File: src/design/qpd_pkg.sv
package qpd_pkg;

  localparam logic [7:0] CH_EQ = 8'h3D;
  localparam logic [7:0] CH_CR = 8'h0D;
  localparam logic [7:0] CH_LF = 8'h0A;

  localparam int unsigned MaxRes = 3;

  // escape phase codes
  localparam logic [1:0] PH_IDLE  = 2'd0;
  localparam logic [1:0] PH_EQ    = 2'd1;
  localparam logic [1:0] PH_EQCR  = 2'd2;
  localparam logic [1:0] PH_EQHEX = 2'd3;

  // results caused by one input byte, in emission order
  typedef struct packed {
    logic [1:0]                cnt;   // 0..3
    logic [MaxRes-1:0][7:0]    bytes;
    logic [MaxRes-1:0]         bv;
    logic                      last;
  } qpd_bundle_t;

  typedef struct packed {
    logic [1:0]  phase_nxt;
    logic [7:0]  held_nxt;
    qpd_bundle_t bundle;
  } qpd_dec_t;

  // {is_hex, value}
  function automatic logic [4:0] hex_val(input logic [7:0] c);
    logic [4:0] r;
    r = 5'd0;
    if (c inside {[8'h30:8'h39]}) begin
      r = {1'b1, 4'(c - 8'h30)};
    end else if (c inside {[8'h61:8'h66]}) begin
      r = {1'b1, 4'(c - 8'h57)};
    end else if (c inside {[8'h41:8'h46]}) begin
      r = {1'b1, 4'(c - 8'h37)};
    end
    return r;
  endfunction

endpackage

File: src/design/qpd_decode.sv
module qpd_decode
  import qpd_pkg::*;
(
  input  logic [7:0] byte_i,
  input  logic       last_i,
  input  logic [1:0] phase_i,
  input  logic [7:0] held_i,
  output qpd_dec_t   dec_o
);

  logic [4:0] hv_in;
  logic [4:0] hv_held;

  assign hv_in   = hex_val(byte_i);
  assign hv_held = hex_val(held_i);

  always_comb begin
    logic [1:0]             n;
    logic [1:0]             ph;
    logic [7:0]             hd;
    logic [MaxRes-1:0][7:0] rb;
    logic [MaxRes-1:0]      rv;
    logic                   pb_en;
    logic [7:0]             pb;

    n     = 2'd0;
    ph    = phase_i;
    hd    = held_i;
    rb    = '0;
    rv    = '0;
    pb_en = 1'b0;
    pb    = byte_i;

    case (phase_i)
      PH_IDLE: begin
        pb_en = 1'b1;
      end
      PH_EQ: begin
        if (byte_i == CH_CR) begin
          ph = PH_EQCR;
        end else if (byte_i == CH_LF) begin
          ph = PH_IDLE;
        end else if (hv_in[4]) begin
          hd = byte_i;
          ph = PH_EQHEX;
        end else begin
          ph = PH_IDLE;
          rb[0] = CH_EQ; rv[0] = 1'b1; n = 2'd1;
          pb_en = 1'b1;
        end
      end
      PH_EQCR: begin
        ph    = PH_IDLE;
        pb_en = (byte_i != CH_LF);
      end
      default: begin
        ph = PH_IDLE;
        if (hv_in[4]) begin
          // a non-hex held char cannot occur; it would decode as high nibble 0
          rb[0] = {(hv_held[4] ? hv_held[3:0] : 4'd0), hv_in[3:0]};
          rv[0] = 1'b1;
          n     = 2'd1;
        end else begin
          rb[0] = CH_EQ;  rv[0] = 1'b1;
          rb[1] = held_i; rv[1] = 1'b1;
          n     = 2'd2;
          pb_en = 1'b1;
        end
      end
    endcase

    // byte reprocessed as fresh input
    if (pb_en) begin
      if (pb == CH_EQ) begin
        ph = PH_EQ;
      end else if (n != 2'd3) begin
        rb[n] = pb; rv[n] = 1'b1;
        n = n + 2'd1;
      end
    end

    if (last_i) begin
      if (ph == PH_EQ && n != 2'd3) begin
        rb[n] = CH_EQ; rv[n] = 1'b1;
        n = n + 2'd1;
      end else if (ph == PH_EQHEX && n == 2'd0) begin
        rb[0] = CH_EQ; rv[0] = 1'b1;
        rb[1] = hd;    rv[1] = 1'b1;
        n = 2'd2;
      end
      ph = PH_IDLE;
      hd = 8'd0;
      if (n == 2'd0) begin
        // bare end marker
        rb[0] = 8'd0; rv[0] = 1'b0;
        n = 2'd1;
      end
    end

    dec_o.phase_nxt    = ph;
    dec_o.held_nxt     = hd;
    dec_o.bundle.cnt   = n;
    dec_o.bundle.bytes = rb;
    dec_o.bundle.bv    = rv;
    dec_o.bundle.last  = last_i;
  end

endmodule

File: src/design/quoted_printable_decoder_top.sv
// Path: an accepted byte waits in the input register, is decoded, and its
// results are registered in the result bundle, which drives out_valid.
// Throughput: one input byte per cycle when each byte makes at most one
// result and out_ready is high; several results from one item hold the port.
// A one-entry input register lets a new byte in while a result waits.
// Reset (rst_n low, synchronous) empties both stages and returns to idle.
module quoted_printable_decoder_top
  import qpd_pkg::*;
(
  input  logic       clk,
  input  logic       rst_n,
  input  logic       in_valid,
  output logic       in_ready,
  input  logic [7:0] in_byte,
  input  logic       in_last,
  output logic       out_valid,
  input  logic       out_ready,
  output logic [7:0] out_byte,
  output logic       out_byte_valid,
  output logic       out_last
);

  logic        item_valid_r;
  logic [7:0]  item_byte_r;
  logic        item_last_r;

  logic [1:0]  phase_r;
  logic [7:0]  held_r;

  logic        bun_valid_r;
  qpd_bundle_t bun_r;
  logic [1:0]  idx_r;

  qpd_dec_t    dec;
  logic        out_xfer;
  logic        drain_done;
  logic        load;

  qpd_decode u_dec (
    .byte_i  (item_byte_r),
    .last_i  (item_last_r),
    .phase_i (phase_r),
    .held_i  (held_r),
    .dec_o   (dec)
  );

  assign out_xfer   = bun_valid_r && out_ready;
  assign drain_done = out_xfer && (idx_r == bun_r.cnt - 2'd1);
  assign load       = item_valid_r && (!bun_valid_r || drain_done);
  assign in_ready   = !item_valid_r || load;

  always_ff @(posedge clk) begin
    if (!rst_n) begin
      item_valid_r <= 1'b0;
    end else if (in_ready) begin
      item_valid_r <= in_valid;
    end
  end

  always_ff @(posedge clk) begin
    if (in_valid && in_ready) begin
      item_byte_r <= in_byte;
      item_last_r <= in_last;
    end
  end

  always_ff @(posedge clk) begin
    if (!rst_n) begin
      phase_r     <= PH_IDLE;
      held_r      <= 8'd0;
      bun_valid_r <= 1'b0;
      idx_r       <= 2'd0;
    end else begin
      if (load) begin
        phase_r     <= dec.phase_nxt;
        held_r      <= dec.held_nxt;
        // a byte that only moves the escape state makes no result
        bun_valid_r <= (dec.bundle.cnt != 2'd0);
        idx_r       <= 2'd0;
      end else if (drain_done) begin
        bun_valid_r <= 1'b0;
        idx_r       <= 2'd0;
      end else if (out_xfer) begin
        idx_r <= idx_r + 2'd1;
      end
    end
  end

  always_ff @(posedge clk) begin
    if (load) begin
      bun_r <= dec.bundle;
    end
  end

  assign out_valid      = bun_valid_r;
  assign out_byte       = bun_r.bytes[idx_r];
  assign out_byte_valid = bun_r.bv[idx_r];
  assign out_last       = bun_r.last && (idx_r == bun_r.cnt - 2'd1);

endmodule

File: config.mk
export PLATFORM = sky130hd
export DESIGN_NAME = quoted_printable_decoder_top
export DESIGN_NICKNAME = d
export VERILOG_FILES = /design/src/design/qpd_pkg.sv /design/src/design/qpd_decode.sv /design/src/design/quoted_printable_decoder_top.sv
export SDC_FILE = /design/constraint.sdc
export NUM_CORES = 1
export LEC_CHECK = 0
export BUFFER_PORTS_ARGS = -buffer_cell sky130_fd_sc_hd__buf_2
export CORE_UTILIZATION = 50
export CTS_CLUSTER_DIAMETER = 150
export DETAILED_ROUTE_END_ITERATION = 6
export GPL_ROUTABILITY_DRIVEN = 0
export PLACE_DENSITY = 0.74
export SLEW_MARGIN = 10
export SYNTH_ARGS = -nofsm -noshare
export SYNTH_HDL_FRONTEND = slang
export SYNTH_SLANG_ARGS = --single-unit
File: constraint.sdc
create_clock -name clk -period 8 [get_ports clk]
set_input_delay 0.4 -clock clk [delete_from_list [all_inputs] [get_ports clk]]
set_output_delay 0.4 -clock clk [all_outputs]
set_load 0.02 [all_outputs]
==> run metrics, run 1 <==
DP HPWL=approximately 4800 um; Pre-Repair DR Iteration Count=4; Logic pwr share=0.083; CP Capture Type=flip-flop; Syn Nets=311; vias in the first global route=around 2200; global route total overflow=0; initial antenna violation count=0; Clock power frac=0.288; share of flip-flops with an asynchronous set or reset=0; maximum buffer depth of the clock tree=2; Area growth syn-to-layout=7.856%; Worst EP arrival=around 3500 ps; setup repair bufs after CTS=0; max-cap viol count=0; Setup crit start kind=flip-flop; I/O pins=25; path category of the worst min-delay check=in2reg; die height=roughly 80 um; PortBufs=24; total net switching power=roughly 120 uW; GRT Util Overall=0.2212; first-pass GRT wire length=about 11000 um; Initial Util=0.5165; internal power=~380 uW; status=finished clean; row count=28; total CTS buffers=5; Post-synth EDFFs=39; CTS tree=done; Iteration-0 DRC Markers=approximately 220; Pleak=roughly 0.0011 uW; Max Transition Viols Final=0; max_slew headroom=0.4042; largest family of logic cells by synthesized area=compound AO/OA/AOI/OAI gates; Slew @ Worst Pin=891.5 ps; Hold Fails Final Rpt=0; share of cells above drive strength 1=0.1857; Die X=80.21 um; Core Area=slightly below 0.006 mm^2; n_diodes=0; pin count of the biggest net entering global routing=30; xor-xnor portion of the synthesized cell area=0.008592; Detail Route Antenna Nets=0; fin crit share=0.4293; CP required=~8100 ps; register bit count reported by yosys=53; post-synthesis compound-gate area fraction=0.2132; final setup TNS=0 ps; RSZ-0062 raised after global routing=false; proportion of synthesized area in mux cells=0.04010; vias per cell=just over 6; final setup fails=0; vias=about 2300; Worst Path Class, Setup=reg2reg; Root Driver=clkbuf_8; wire per inst=around 17 um; Clk pin slew, worst setup/hold paths=roughly 90 ps; Max VDD drop=a little under 0.0001 V; Min Clock Period, post-route=around 3400 ps; Synth Area in Adders=0.04501; # clock sinks=53; pwr/cell area=153.5 mW/mm^2; H-tree Lvls=2; YS warnings=0; Die Area=between 0.006 and 0.007 mm^2; cts repair resizes=0; ys flop type=edfxtp_1; worst-skew pair later-pin latency=310 ps; sequential power share=0.629; Distinct cells, synth=65; f_max=between 200 and 300 MHz; Synth Area per Inst=~11 um^2; Final #Nets=330; simple-gate portion of the synthesized area=0.1776; Design Power=a little over 500 uW; Post-Syn Instances=287; Seq/Total Area, Yosys=0.4746; hold buffers post-CTS=0; post-route DRC violation count=0; Post-Syn Area=~0.0031 mm^2; Sw Ratio=0.2416; CP Max Fanout=9; Total Wirelength=about 6600 um; clock skew=approximately 6 ps
==> cell usage in the layout (no fill, tap or decap), types with 2 or more instances in the layout <==
cell type	netlist	routed
a31oi_1	12	12
nor4b_1	2	2
nor2b_1	5	5
inv_1	13	13
a32o_1	10	10
mux2_2	2	2
a21boi_0	3	3
nor3_1	2	2
and2_1	10	10
a21oi_1	11	11
a221o_2	4	4
o211ai_1	2	2
a22oi_1	2	2
edfxtp_1	39	39
nand3_1	5	5
nand2_1	25	25
nor2_1	11	11
o21ai_0	23	23
mux2i_1	10	10
and2b_1	2	2
clkbuf_8	0	5
buf_2	3	24
xnor2_1	3	3
nand2b_1	6	6
and2_2	2	2
dfxtp_1	14	14
ha_1	11	11
nand4_1	3	3
o21ai_2	2	2
and3_1	6	6
o2111ai_1	2	2
buf_4	0	2
==> state kept, by name (all words and copies together), names as in the netlist <==
register and flops:
bun_r 30, item_last_r 1, idx_r 2, out_valid 1
held_r 8, item_valid_r 1, phase_r 2, item_byte_r 8
==> layout make-up <==
type | count | area (um^2)
clock buffers | 6 | 72.57
fillers | 528 | 2623
repair buffers | 26 | 135.1
inverters | 14 | 52.55
well taps | 75 | 93.84
clock inverters | 2 | 11.26
flip-flops and latches | 53 | 1451
multi-input cells | 206 | 1481
==> layer usage <==
| layer | track usage | up-vias | share of wire | routed length (um) |
|---|---|---|---|---|
| li1 | - | 1127 | - | - |
| met1 | 0.3004 | 1103 | 0.45 | 2941 |
| met2 | 0.3581 | 92 | 0.46 | 3061 |
| met3 | 0.03636 | 14 | 0.071 | 468 |
| met4 | 0.07321 | 0 | 0.018 | 119 |
| met5 | 0 | - | 0 | 0 |
==> cells by family (layout without fill, tap and decap cells) <==
kind of cell / Yosys count / count (layout)
simple gates: 93 / 93
compound gates: 87 / 87
flops: 53 / 53
buf+inv: 28 / 48
mux: 12 / 12
fa+ha+maj: 11 / 11
xor+xnor: 3 / 3
==> cells in the mapped netlist (4+ instances only) <==
library cell,number,area share
a21oi_1,11,0.018
a221o_2,4,0.015
a31oi_1,12,0.025
a32o_1,10,0.033
and2_1,10,0.020
and3_1,6,0.012
clkbuf_1,5,0.0061
dfxtp_1,14,0.092
edfxtp_1,39,0.38
ha_1,11,0.045
inv_1,13,0.016
mux2i_1,10,0.033
nand2_1,25,0.031
nand2b_1,6,0.012
nand3_1,5,0.0082
nor2_1,11,0.014
nor2b_1,5,0.010
o21ai_0,23,0.038
==> worst max-delay path: stages, from the launching register on <==
cell	delay [ps]
edfxtp_1	540
inv_1	100
ha_1	250
mux2_2	280
a31oi_1	630
a21oi_1	340
ha_1	290
nand2_1	100
nor2_1	60
o21a_2	250
a221o_2	340
==> worst paths after layout <==
kind / slack, ps / endpoint / depth (start not counted) / from
max: 4570 / bun_r[15]$_DFFE_PP_ / 10 / item_byte_r[1]$_DFFE_PP_
min: 260 / item_byte_r[1]$_DFFE_PP_ / 1 / in_byte[1]
max reg2reg: 4570 / bun_r[15]$_DFFE_PP_ / 10 / item_byte_r[1]$_DFFE_PP_
min reg2reg: 560 / phase_r[0]$_SDFFE_PN0P_ / 2 / phase_r[0]$_SDFFE_PN0P_
==> power by group through the flow <==
stage          registers, uW  clock network (uW)  logic (uW)
6_report                 319                 146        41.8
5_1_grt                  321                 157        46.2
4_1_cts                  319                 148        42.2
3_5_place_dp             325                   0        42.0
3_3_place_gp             324                   0        41.3
2_1_floorplan            320                   0        31.7
==> stage by stage <==
stage / std cells / area, um^2 / hold slack [ps] / setup WS, ps / util
3_5_place_dp: 374 / 3214 / 542.7 / 4632 / 0.5429
5_1_grt: 382 / 3298 / 257.6 / 4340 / 0.5571
2_1_floorplan: 287 / 3058 / 488.4 / 5113 / -
6_report: 382 / 3298 / 262.7 / 4566 / 0.5571
3_3_place_gp: 374 / 3214 / 532.4 / 4774 / 0.5429
4_1_cts: 382 / 3298 / 262.1 / 4629 / 0.5571
Power figures use the tool's default switching activity.
==> inputs of run 2 (changes only) <==
==> constraint.sdc (replaced) <==
create_clock -name clk -period 3.55 [get_ports clk]
set_input_delay 0.1775 -clock clk [delete_from_list [all_inputs] [get_ports clk]]
set_output_delay 0.1775 -clock clk [all_outputs]
set_load 0.02 [all_outputs]
==> run 2 against run 1 <==
Compared with the run above:
- utilization up 0.70 points
- worst setup slack got worse by 4100 ps
- clock skew is 4.2 ps higher
- wire length fell by 1.3%
- maximum frequency up 11%
- die area stayed put
- combinational power is 140% higher
- via count shrank 0.68%
- total power grew 130%
- sequential power rose by 120%
- cell area grew 1.3%
- critical endpoint unchanged
==> run metrics, run 2 (same netlist as run 1, synthesis figures left out) <==
final setup TNS=0 ps (unchanged); CP delay by family, top=compound AO/OA/AOI/OAI gates; Logic pwr share=0.087 (+0.004); max_slew headroom=0.4625 (+0.05837); internal power=868.7 uW (+130%); Area growth syn-to-layout=9.206%; sum of buffers and inverters on the critical path=2 (+1); maximum buffer depth of the clock tree=2 (unchanged); Final #Nets=335 (+1.5%); Clock power frac=0.293 (+0.005); Max VDD drop=0.0002268 V (+130%); total net switching power=283.9 uW (+130%); vias in the first global route=2162 (-0.23%); path category of the worst min-delay check=in2reg; row count=28 (unchanged); vias per cell=5.995 (-2.0%); Worst Path Class, Setup=reg2reg; Placed Area=0.003252 mm^2 (+1.2%); initial antenna violation count=0 (unchanged); max FFs per register=30 (unchanged); clock skew=10.05 ps (+4.203 ps); CTS tree=done; Min Clock Period, post-route=3092 ps (-342.6 ps); Root Driver=clkbuf_8; Die Area=0.006433 mm^2 (unchanged); worst-skew pair later-pin latency=320 ps (about the same); CP Capture Type=flip-flop; pwr/cell area=345.2 mW/mm^2 (+120%); Slew @ Worst Pin=804.2 ps (-87.34 ps); share of cells above drive strength 1=0.2019 (+0.01626); fin area=0.003339 mm^2 (+1.3%); status=finished clean; wire per inst=16.81 um (-2.5%); # clock sinks=53 (unchanged); Initial Util=0.5165 (unchanged); Hold Fails Final Rpt=0 (unchanged); post-route DRC violation count=0 (unchanged); sequential power share=0.620 (-0.009); Pleak=0.001173 uW (+2.1%); Core Area=0.005921 mm^2 (unchanged); FILL cells=524 (-0.76%); Max Transition Viols Final=0 (unchanged); Slowest-stage cell, CP=edfxtp_1; CP Max Fanout=9 (unchanged); CP required=3610 ps (-4460 ps); final setup fails=0 (unchanged); global route total overflow=0 (unchanged); Biggest register=bun_r; n_diodes=0 (unchanged); I/O pins=25 (unchanged); hold buffers post-CTS=0 (unchanged); die height=80.21 um (unchanged); CP peak stage delay=510 ps (-120 ps); max-cap viol count=0 (unchanged); cts repair resizes=0 (unchanged); Detail Route Antenna Nets=0 (unchanged); Worst EP arrival=3160 ps (-340 ps); vias=2320 (-0.68%); GRT Util Overall=0.2202 (-0.001033); Die X=80.21 um (unchanged); first-pass GRT wire length=10720 um (about the same); Top Registers=bun_r x30, held_r x8, item_byte_r x8; Sw Ratio=0.2463 (+0.004713); Clk pin slew, worst setup/hold paths=100 ps (about the same); Pre-Repair DR Iteration Count=5 (+1); DP HPWL=4806 um (-0.49%); RSZ-0062 raised after global routing=false; pin count of the biggest net entering global routing=31 (+3.3%); fin crit share=0.8709 (+0.4416); Design Power=1153 uW (+130%); Setup crit start kind=flip-flop; H-tree Lvls=2 (unchanged); setup repair bufs after CTS=0 (unchanged); most frequent cells in the layout=edfxtp_1, nand2_1, buf_2; f_max=323.5 MHz (+11%); PortBufs=24 (unchanged); total CTS buffers=5 (unchanged); Iteration-0 DRC Markers=234 (+4.9%); Total Wirelength=6507 um (-1.3%); commonest non-fill, non-tap cell in the layout=edfxtp_1; post-route setup slack=458.5 ps (-4107 ps); cells along the critical path=inv_1 > ha_1 > nand2b_1 > a41oi_2 > a21oi_1 > a21oi_1 > buf_4 > ha_1 > nand2_1 > nor2_1 > o21a_2 > a221o_2; dpl ws=531.3 ps (-4101 ps); final core utilization=0.5640 (+0.006974)
## run 2: cell types whose count changed in the layout (fill, tap and decap cells not counted), sizes merged
cell / previous run / this run
clkinv: 1 / 0
clkinvlp: 1 / 2
buf: 26 / 31
## run 2: area by class of cell
class	instances	area (um^2)	share of cell area
clock buffer	6	72.57	0.02173
clock inverter	2	15.01	0.004496
inverter	14	52.55	0.01574
multi-input combinational	206	1481	0.4436
sequential	53	1451	0.4346
tap	75	93.84	0.02810
timing repair buffer	31	172.7	0.05170
## run 2: worst paths after layout
path                             from                        to  slack [ps]  cells past startpoint
max          item_byte_r[0]$_DFFE_PP_       bun_r[15]$_DFFE_PP_         460                     12
min reg2reg     idx_r[0]$_SDFFE_PP0P_     idx_r[0]$_SDFFE_PP0P_         550                      2
min                        in_byte[2]  item_byte_r[2]$_DFFE_PP_          30                      1
max reg2reg  item_byte_r[0]$_DFFE_PP_       bun_r[15]$_DFFE_PP_         460                     12
## run 2: metal layers
metal | wire, um | track usage
met1 | 2938 | 0.3072
met4 | 153 | 0.07321
met2 | 2990 | 0.3462
met5 | 0 | 0
met3 | 425 | 0.03750
## run 2: metrics by stage
stage	instances	hold slack (ps)
3_3_place_gp	379	353.9
4_1_cts	387	34.18
3_5_place_dp	379	355.6
2_1_floorplan	287	276.4
5_1_grt	387	20.36
6_report	387	29.87
## run 2: power by group through the flow
stage	logic (uW)	registers (uW)	clock network, uW
after floorplan	71.4	720	0
after CTS	101	715	341
final	99.8	715	338
after detailed placement	100	729	0
after global placement	97.7	728	0
after global routing	111	718	364
